### src/design/oal_pkg.sv
// Shared types and constants for the ordered array list engine.
package oal_pkg;

  // Storage geometry
  localparam int CAPACITY = 256;
  localparam int DATA_W   = 32;
  localparam int CAP_W    = $clog2(CAPACITY);
  localparam int CNT_W    = $clog2(CAPACITY + 1);
  localparam int IDX_W    = 9;
  localparam int CMP_W    = (CNT_W > IDX_W) ? CNT_W : IDX_W;

  // First-match tree: cells grouped in fixed-size groups
  localparam int GRP    = 16;
  localparam int GRP_W  = $clog2(GRP);
  localparam int NGROUP = (CAPACITY + GRP - 1) / GRP;

  // Stream word widths
  localparam int IN_W  = 48;
  localparam int OUT_W = 56;

  // Request kinds
  typedef enum logic [2:0] {
    K_READ   = 3'd0,
    K_WRITE  = 3'd1,
    K_INSERT = 3'd2,
    K_REMOVE = 3'd3,
    K_FIND   = 3'd4,
    K_REMVAL = 3'd5,
    K_APPEND = 3'd6
  } kind_t;

  // Result status codes
  typedef enum logic [1:0] {
    ST_OK       = 2'd0,
    ST_BADPOS   = 2'd1,
    ST_FULL     = 2'd2,
    ST_NOTFOUND = 2'd3
  } status_t;

  // Operation broadcast to every cell
  typedef enum logic [2:0] {
    C_HOLD,
    C_COMPARE,
    C_WRITE,
    C_INSERT,
    C_REMOVE
  } cell_op_t;

  typedef struct packed {
    cell_op_t           op;
    logic [CAP_W-1:0]   pos;
    logic [DATA_W-1:0]  value;
    logic [CNT_W-1:0]   count;
  } cell_cmd_t;

  // Controller state
  typedef enum logic [1:0] {
    S_IDLE,
    S_LOOK,
    S_SCAN,
    S_COMMIT
  } state_t;

endpackage

### src/design/oal_cell.sv
// One storage cell of the list: holds an entry, shifts with its neighbors, compares.
module oal_cell import oal_pkg::*; (
  input  logic              clk,
  input  logic [CAP_W-1:0]  cell_idx,
  input  cell_cmd_t         cmd,
  input  logic [DATA_W-1:0] left_val,
  input  logic [DATA_W-1:0] right_val,
  output logic [DATA_W-1:0] entry,
  output logic              match
);

  logic [DATA_W-1:0] entry_r, entry_nxt;
  logic              match_r, match_nxt;
  logic              at_pos, above_pos;

  assign at_pos    = (cell_idx == cmd.pos);
  assign above_pos = (cell_idx > cmd.pos);

  // Next entry and match flag
  always_comb begin
    entry_nxt = entry_r;
    match_nxt = match_r;
    case (cmd.op)
      C_COMPARE: match_nxt = (entry_r == cmd.value) && (CNT_W'(cell_idx) < cmd.count);
      C_WRITE:   if (at_pos) entry_nxt = cmd.value;
      C_INSERT: begin
        if (at_pos) entry_nxt = cmd.value;
        else if (above_pos) entry_nxt = left_val;
      end
      C_REMOVE:  if (at_pos || above_pos) entry_nxt = right_val;
      default: ;
    endcase
  end

  // Payload only, no reset
  always_ff @(posedge clk) begin
    entry_r <= entry_nxt;
    match_r <= match_nxt;
  end

  assign entry = entry_r;
  assign match = match_r;

endmodule

### config.mk
export PLATFORM = sky130hd
export DESIGN_NAME = oal_cell
export DESIGN_NICKNAME = d
export VERILOG_FILES = /design/src/design/oal_pkg.sv /design/src/design/oal_cell.sv
export SDC_FILE = /design/constraint.sdc
export NUM_CORES = 1
export LEC_CHECK = 0
export BUFFER_PORTS_ARGS = -buffer_cell sky130_fd_sc_hd__buf_4
export CAP_MARGIN = 30
export CORE_UTILIZATION = 43
export DETAILED_ROUTE_END_ITERATION = 8
export PLACE_DENSITY = 0.82
export SETUP_SLACK_MARGIN = 0.4
export SLEW_MARGIN = 10
export SYNTH_ARGS = -nofsm -noshare
export SYNTH_HDL_FRONTEND = slang
export SYNTH_SLANG_ARGS = --single-unit
### constraint.sdc
create_clock -name clk -period 10.9 [get_ports clk]
set_input_delay 0 -clock clk [delete_from_list [all_inputs] [get_ports clk]]
set_output_delay 0 -clock clk [all_outputs]
set_load 0.03 [all_outputs]
-- After elaboration in Yosys (flattened, before gate mapping)
Cells that the tools add are included.
W data, S select, Z words.
- flip-flop bits (word level): 33
- bits in latches: 0
- bits in writable memories: 0
- bits in read-only memories: 0
- input bits: 125
- output and inout port bits: 33
- logic and storage cells: 22
- memories kept: 0
- $add $sub $neg: 0
- multiply operators: 0
- div/mod/pow operators: 0
- order comparisons: 2
- equality and inequality tests: 9
- shift-type cells: 0
- mux-type cells: 5
- bitwise operators: 0
- reduce and logical (&&, ||, !) cells: 4
- operators with widths (cell ; number):
    $mux W32 ; 4
    $pmux W32 S3 ; 1
    $eq A32 B32 Y1 ; 1
    $lt A8 B9 Y1 ; 1
    $eq A8 B8 Y1 ; 1
    $gt A8 B8 Y1 ; 1
    $eq A3 B2 Y1 const B ; 2
    $ne A2 B2 Y1 const B ; 2
    $reduce_and A4 Y1 ; 1
    $eq A3 B1 Y1 const B ; 1
    $eq A3 B3 Y1 const B ; 1
    $ne A3 B3 Y1 const B ; 1
    $reduce_bool A3 Y1 ; 1
    $logic_and A1 B1 Y1 ; 1
    $logic_or A1 B1 Y1 ; 1

-- Depth between registers and ports, before layout
Gate-level depths: netlist of run 1.
- word-level depth: 4
- gate-level depth with buffers: 8
- mapped depth without buffers: 7

-- Worst setup path after synthesis of run 1
OpenSTA, ideal clock, no wires.
- kind: in2reg
- start point: input cmd[46] (netlist bit)
- end point: register entry_r[0], in the netlist entry[0] (enable)
- library setup time: 0.461 ns
- arrival: 3.030 ns
- data required time: 10.439 ns
- slack: 7.409 ns
- stages: 7
- buffers on the path: 0
- cell sequence: inv_1 -> ha_1 -> and4_4 -> a21oi_1 -> nor2_1 -> a21oi_1 -> nor3_1
- cells in the longest elaborated chain, start to end: 4
- elaborated cells on any way between the ends: 7
- those cells by class: order compare: 1; eq/ne: 4; reduce/logical: 2
- ends and longest elaborated chain (what ; line ; source):
    start, declared ; oal_cell.sv:5 ; input cell_cmd_t cmd,
    $gt A8 B8 Y1 / $eq A8 B8 Y1 (equally long branches) ; oal_cell.sv:17, oal_cell.sv:16 ;
    $logic_or A1 B1 Y1 ; oal_cell.sv:30 ; C_REMOVE: if (at_pos || above_pos) entry_nxt = right_val;
    $ne A2 B2 Y1 (no line) ; - ;
    $reduce_and A4 Y1 (no line) (*) ; - ;
    end signal, assigned ; oal_cell.sv:37 ; entry_r <= entry_nxt;
    end, declared ; oal_cell.sv:12 ; logic [DATA_W-1:0] entry_r, entry_nxt;
Every way passes the cells marked *; elsewhere a longest branch is shown, timed or not.
A chain may end at the register's enable or synchronous reset.

-- Worst setup path in the final report of run 1
- start point: input cell_idx[5]
- end point: register entry_r[24], in the netlist entry[24] (enable)
- cells in the longest elaborated chain, start to end: 4
- elaborated cells on any way between the ends: 7
- those cells by class: order compare: 1; eq/ne: 4; reduce/logical: 2
- ends and longest elaborated chain (what ; line ; source):
    start, declared ; oal_cell.sv:4 ; input logic [CAP_W-1:0] cell_idx,
    $gt A8 B8 Y1 / $eq A8 B8 Y1 (equally long branches) ; oal_cell.sv:17, oal_cell.sv:16 ;
    $logic_or A1 B1 Y1 ; oal_cell.sv:30 ;
    $ne A2 B2 Y1 (no line) ; - ;
    $reduce_and A4 Y1 (no line) (*) ; - ;
Marks and branches as above.

==> impl_metrics.py, run 1 <==
metrics = {
    "worst_hold_path": {
        "hp-class": "in -> reg",
    },
    "route": {
        "wl_um": 7180,
        "vias": 2388,
        "route.detailed.drc": 0,
        "dr.pass1.iters": 4,
        "wl_per_cell_um": 15.05,
        "routed_via_density": 5.006,
        "drt_iter0_drc": 99,
        "antenna_left": 0,
    },
    "global_routing": {
        "grtUsageTotal": 0.2510,
        "overflow": 0,
        "grt_max_degree": 42,
        "grt_pass1_wl_um": 11500,
        "antenna_found_initial": 0,
        "grt_pass1_vias": 2478,
    },
    "critical_path": {
        "r2r-start": "entry[11]",
        "critPathLaunchType": "input port",
        "critPathLaunch": "cell_idx[5]",
        "r2r-end": "match",
        "cp_max_fo": 18,
        "crit_path_end": "entry[24]",
        "worst_ep_required_time_ps": 10860,
        "cp-end-kind": "flop",
        "ff2ff_setup_slack_ps": 9310,
        "critical_path_class": "in -> reg",
        "r2r_cells": 5,
        "cp.arrival_ps": 1820,
    },
    "clock_tree": {
        "cts_tree": "done",
        "clkLatencyLatePin_ps": 280,
        "cts_root_buffer": "clkbuf_8",
        "cts_max_path_buffers": 2,
        "path_clk_slew_ps": 60,
        "h-tree-depth": 2,
        "cts_sinks": 33,
        "cts_buffers": 5,
    },
    "die": {
        "start_util": 0.4534,
        "rows": 26,
        "die_h_um": 76.08,
        "ios": 158,
        "core-area_mm2": 0.005205,
        "die_area_mm2": 0.005788,
        "die_x_um": 76.08,
    },
    "timing": {
        "finalMaxSlewViolations": 0,
        "fin_tns_setup_ps": 0,
        "setup_viol": 0,
        "fin_crit_sh": 0.1704,
        "finClkSkew_ps": 4.975,
        "fmax_ghz": 0.5385,
        "post-route-min-period_ps": 1857,
        "tightest_slew_ps": 562.6,
        "rsz0062_at_grt": "no",
        "slew_headroom": 0.6241,
        "hold_viol_final": 0,
        "timing.hold.ws_ps": 6.934,
    },
    "logic_synthesis": {
        "synth.cell_area_mm2": 0.002360,
        "synth_edf_count": 33,
        "synth_common_cells": "nand2_1 (58), edfxtp_1 (33), a22oi_1 (24)",
        "synth_top_area_share": 0.4199,
        "ys.flop_type": "edfxtp_1",
        "yosysWarnings": 0,
        "syn-num-nets": 384,
        "ys_seq_area_frac": 0.4199,
        "synthCells": 244,
        "ys_ff_latch": 33,
        "avgSynthCellArea_um2": 9.671,
        "synthArstFlopShare": 0,
        "yosysMostFrequentCell": "nand2_1",
        "synth_cell_types": 33,
        "synthTopCellsByArea": "edfxtp_1 (42%), nand2_1 (9.2%), ha_1 (8.0%)",
        "yosys.area.top_type": "edfxtp_1",
    },
    "placement": {
        "place.gp.congestion": 0.9274,
        "hpwlAfterDp_um": 5764,
        "port_buffers": 157,
        "dp_cells": 465,
    },
    "power_and_ir_drop": {
        "sequentialPowerShare": 0.433,
        "powerDensity_mw_per_mm2": 96.67,
        "vdd_drop_max_uv": 66.65,
        "p_leak_nw": 1.755,
        "p_switching_mw": 0.1038,
        "switching_share": 0.2873,
        "comb_power_share": 0.327,
        "p_clk_frac": 0.241,
        "p_int_mw": 0.2574,
    },
    "cells_and_area": {
        "final_net_count": 546,
        "antenna_cells": 0,
        "final_util": 0.7178,
        "drive_gt1_frac": 0.4251,
        "area_delta_synth_final_pct": 58.32,
        "finalNonFillerCells": 477,
    },
    "status": {
        "status": "completed",
    },
    "flow_run": {
        "drv_cap": 0,
    },
}
==> per-stage QoR <==
step	worst slack, ps	cell area (um^2)	power (mW)
floorplan	7409	2360	0.2150
global placement	8375	3598	0.2720
detailed placement	8448	3610	0.2755
CTS	8746	3710	0.3618
global route	8914	3736	0.3804
finish	9043	3736	0.3612
==> layout make-up <==
type	count	area [um^2]
Clock buffer	8	80.08
Sequential cell	33	991.0
Inverter	16	60.06
Tap cell	70	87.58
Timing Repair Buffer	164	1251
Multi-Input combinational cell	186	1266
Fill cell	430	1469
==> repair_timing <==
action	CTS	global route
resized for setup	0	0
endpoints found under the hold margin	2	0
hold buffers	2	0
setup buffers	0	0
==> registers in the layout, indices dropped and copies added, names as in the netlist <==
| name | flops |
|---|---|
| entry | 32 |
| match | 1 |
==> worst max-delay path, cell delays in order <==
cell and delay (ps):
buf_4 110, ha_1 310, and4_4 270, a21oi_1 70
nor2_1 90, a21oi_1 90, nor3_2 360, buf_6 220
buf_4 280
==> cell usage in the layout (no fill, tap or decap), types with 2 or more instances in the layout <==
master         instances
a22oi_1               24
nand3_1                2
a21oi_1                6
o21ai_0                4
buf_4                159
inv_1                 16
ha_1                  15
a21o_1                 2
nand4_1                5
dlygate4sd3_1          2
clkbuf_8               5
a211oi_1               2
nand2_1               58
clkbuf_1               3
nor2_1                 4
xnor2_1               16
edfxtp_1              33
o21ai_1                6
nor4_1                 4
xor2_1                16
mux2i_1                8
buf_6                  2
and4_4                 2
==> power by group through the flow <==
stage	Combinational, mW	Clock [mW]	Sequential, mW
3_3_place_gp	0.113	0	0.159
5_1_grt	0.128	0.0947	0.157
3_5_place_dp	0.116	0	0.159
2_1_floorplan	0.0404	0	0.175
6_report	0.118	0.0869	0.156
4_1_cts	0.117	0.0880	0.156
==> layer usage <==
layer | global-route usage | vias up | share of wire | wire length [um]
met5 | 0 | - | 0 | 0
met4 | 0.08462 | 0 | 0.023 | 167
met3 | 0.05269 | 17 | 0.063 | 455
met2 | 0.4536 | 104 | 0.52 | 3739
met1 | 0.2943 | 1071 | 0.39 | 2818
li1 | - | 1196 | - | -
==> logic make-up after synthesis <==
kind of cell | Yosys count | share of synthesized area
AND/OR/NAND/NOR | 84 | 0.1633
adder cells (fa/ha/maj) | 15 | 0.07953
buffers and inverters | 25 | 0.04825
multiplexers | 8 | 0.03394
XOR/XNOR | 32 | 0.1188
flip-flops | 33 | 0.4199
AO/OA/AOI/OAI | 47 | 0.1363
==> how the worst min path moves through the flow <==
stage	from	to	depth (start not counted)
2_1_floorplan	cmd[19]	entry[10]	2
3_3_place_gp	left_val[10]	entry[10]	3
3_5_place_dp	right_val[11]	entry[11]	3
4_1_cts	cmd[31]	entry[22]	3
5_1_grt	cmd[27]	entry[18]	3
6_report	cmd[10]	entry[1]	3
Power figures use the tool's default switching activity.
==> run 2, diff against run 1 <==
--- a/config.mk
+++ b/config.mk
@@ -7,9 +7,9 @@
 export LEC_CHECK = 0
 export BUFFER_PORTS_ARGS = -buffer_cell sky130_fd_sc_hd__buf_4
 export CAP_MARGIN = 30
-export CORE_UTILIZATION = 43
+export CORE_UTILIZATION = 38
 export DETAILED_ROUTE_END_ITERATION = 8
-export PLACE_DENSITY = 0.82
+export PLACE_DENSITY = 0.77
 export SETUP_SLACK_MARGIN = 0.4
 export SLEW_MARGIN = 10
 export SYNTH_ARGS = -nofsm -noshare
==> constraint.sdc (replaced) <==
create_clock -name clk -period 1.55 [get_ports clk]
set_input_delay 0 -clock clk [delete_from_list [all_inputs] [get_ports clk]]
set_output_delay 0 -clock clk [all_outputs]
set_load 0.03 [all_outputs]
==> run 2 against run 1 <==
Worst setup slack worse by 9200 ps. Cell count is 17% higher. Non-clock buffer count is 75 higher. Clock power grew to 7.7 times the previous value. The run now ends with negative hold slack, negative setup slack left. Critical endpoint is now match. Count of clock-buffer cells in the layout is 3 lower. Routed wire length is 38% higher. Sequential power grew to 7.1 times the previous value.
==> impl_metrics.py, run 2 (synthesis results as in run 1) <==
metrics = {
    "global_routing": {
        "grt_max_degree": 23,
        "overflow": 0,
        "grtUsageTotal": 0.2962,
        "grt_pass1_vias": 2937,
        "grt_pass1_wl_um": 14290,
        "antenna_found_initial": 0,
    },
    "die": {
        "die_area_mm2": 0.006529,
        "ios": 158,
        "core-area_mm2": 0.005956,
        "rows": 28,
        "start_util": 0.3962,
        "die_h_um": 80.80,
        "die_x_um": 80.80,
    },
    "critical_path": {
        "critPathLaunchType": "flop",
        "cp-end-kind": "flop",
        "cp.arrival_ps": 1820,
        "ff2ff_setup_slack_ps": -130,
        "r2r-end": "match",
        "cp_max_fo": 2,
        "worst_ep_required_time_ps": 1680,
        "r2r-start": "entry[10]",
        "critical_path_class": "reg -> reg",
        "r2r_cells": 6,
    },
    "timing": {
        "tightest_slew_ps": 440.8,
        "finClkSkew_ps": 2.301,
        "timing.hold.ws_ps": -0.8507,
        "post-route-min-period_ps": 1684,
        "finalMaxSlewViolations": 0,
        "worst_slack_ps": -134.1,
        "fin_crit_sh": 1.087,
        "rsz0062_at_grt": "yes",
        "slew_headroom": 0.7058,
        "fmax_ghz": 0.5938,
        "fin_tns_setup_ps": -134.1,
        "setup_viol": 1,
        "hold_viol_final": 1,
    },
    "power_and_ir_drop": {
        "powerDensity_mw_per_mm2": 596.2,
        "vdd_drop_max_uv": 470.2,
        "finalPower_mw": 3.001,
        "p_leak_nw": 2.227,
    },
    "cells_and_area": {
        "layout_commonest_cell": "buf_4",
        "antenna_cells": 0,
        "final_cell_mix": "buf_4 (170), edfxtp_1 (33), nand2_1 (32)",
        "area_delta_synth_final_pct": 113.3,
        "final_util": 0.8452,
        "finalNonFillerCells": 558,
        "final_net_count": 622,
        "final_cell_area_mm2": 0.005034,
        "drive_gt1_frac": 0.6066,
        "largest_reg_flops": 32,
    },
    "route": {
        "vias": 2905,
        "dr.pass1.iters": 5,
        "wl_um": 9919,
        "route.detailed.drc": 0,
        "antenna_left": 0,
        "wl_per_cell_um": 17.78,
        "routed_via_density": 5.206,
        "drt_iter0_drc": 106,
    },
    "clock_tree": {
        "cts_root_buffer": "clkbuf_8",
        "cts_buffers": 5,
        "cts_max_path_buffers": 2,
        "clkLatencyLatePin_ps": 290,
        "cts_sinks": 33,
        "h-tree-depth": 2,
        "cts_tree": "done",
        "path_clk_slew_ps": 80,
    },
    "worst_hold_path": {
        "min_from": "left_val[18]",
        "hold_path_depth": 3,
        "hp-class": "in -> reg",
        "min_to": "entry[18]",
    },
    "flow_run": {
        "drv_cap": 0,
    },
    "placement": {
        "dp_cells": 490,
        "port_buffers": 157,
        "hpwlAfterDp_um": 5970,
        "placed_cell_area_mm2": 0.003966,
        "place.gp.congestion": 0.7570,
    },
    "status": {
        "violations": "negative hold slack, negative setup slack",
        "status": "finished, violations left",
    },
}
==> run 2: metrics by stage <==
step	setup slack, ps	hold WS, ps
finish	-134.1	-0.8507
CTS	-93.14	-2.317
global placement	-277.3	280.3
floorplan	-402.6	181.5
detailed placement	-369.6	287.2
global route	-271.8	0.9356
==> run 2: layout make-up <==
| type | instances | area, um^2 |
|---|---|---|
| clock inverters | 3 | 17.52 |
| repair buffers | 239 | 2166 |
| flip-flops and latches | 33 | 991.0 |
| fillers | 304 | 922.1 |
| inverters | 16 | 102.6 |
| multi-input cells | 187 | 1594 |
| well taps | 75 | 93.84 |
| clock buffers | 5 | 68.82 |
==> run 2: how the worst max path moves through the flow <==
stage / startpoint / to / slack (ps) / depth (start not counted)
finish: entry[10] / match / -130 / 6
global route: entry[30] / match / -270 / 6
CTS: entry[8] / match / -90 / 6
detailed placement: cmd[48] / entry[7] / -370 / 8
floorplan: cmd[45] / entry[0] / -400 / 7
global placement: cmd[48] / entry[25] / -280 / 8
==> run 2: worst max-delay path, cell delays in order, from the launching register on <==
cell,delay (ps)
edfxtp_1,410
xnor2_1,190
nand4_1,180
nor4_2,330
buf_4,170
nand3_2,80
a211oi_2,170
==> run 2: what timing repair did <==
action | 4_1_cts | 5_1_grt
hold buffers | 27 | 2
gates resized for setup | 70 | 23
setup buffers | 22 | 2
gates cloned | 7 | 0
pin swaps | 32 | 27
endpoints found under the setup margin | 65 | 65
endpoints found under the hold margin | 19 | 2
==> run 2: power by group <==
part / internal [mW] / switching [mW] / leakage [nW] / total (mW)
Sequential: 1.06 / 0.0407 / 0.298 / 1.10
Clock: 0.310 / 0.357 / 0.0439 / 0.667
Combinational: 0.683 / 0.550 / 1.89 / 1.23
==> run 2: metal layers <==
metal | vias up | GRT usage | share of wire | routed length [um]
met3 | 25 | 0.08090 | 0.074 | 733
met5 | - | 0 | 0 | 0
met4 | 0 | 0.08393 | 0.022 | 223
li1 | 1356 | - | - | -
met2 | 141 | 0.5689 | 0.55 | 5483
met1 | 1383 | 0.3114 | 0.35 | 3479
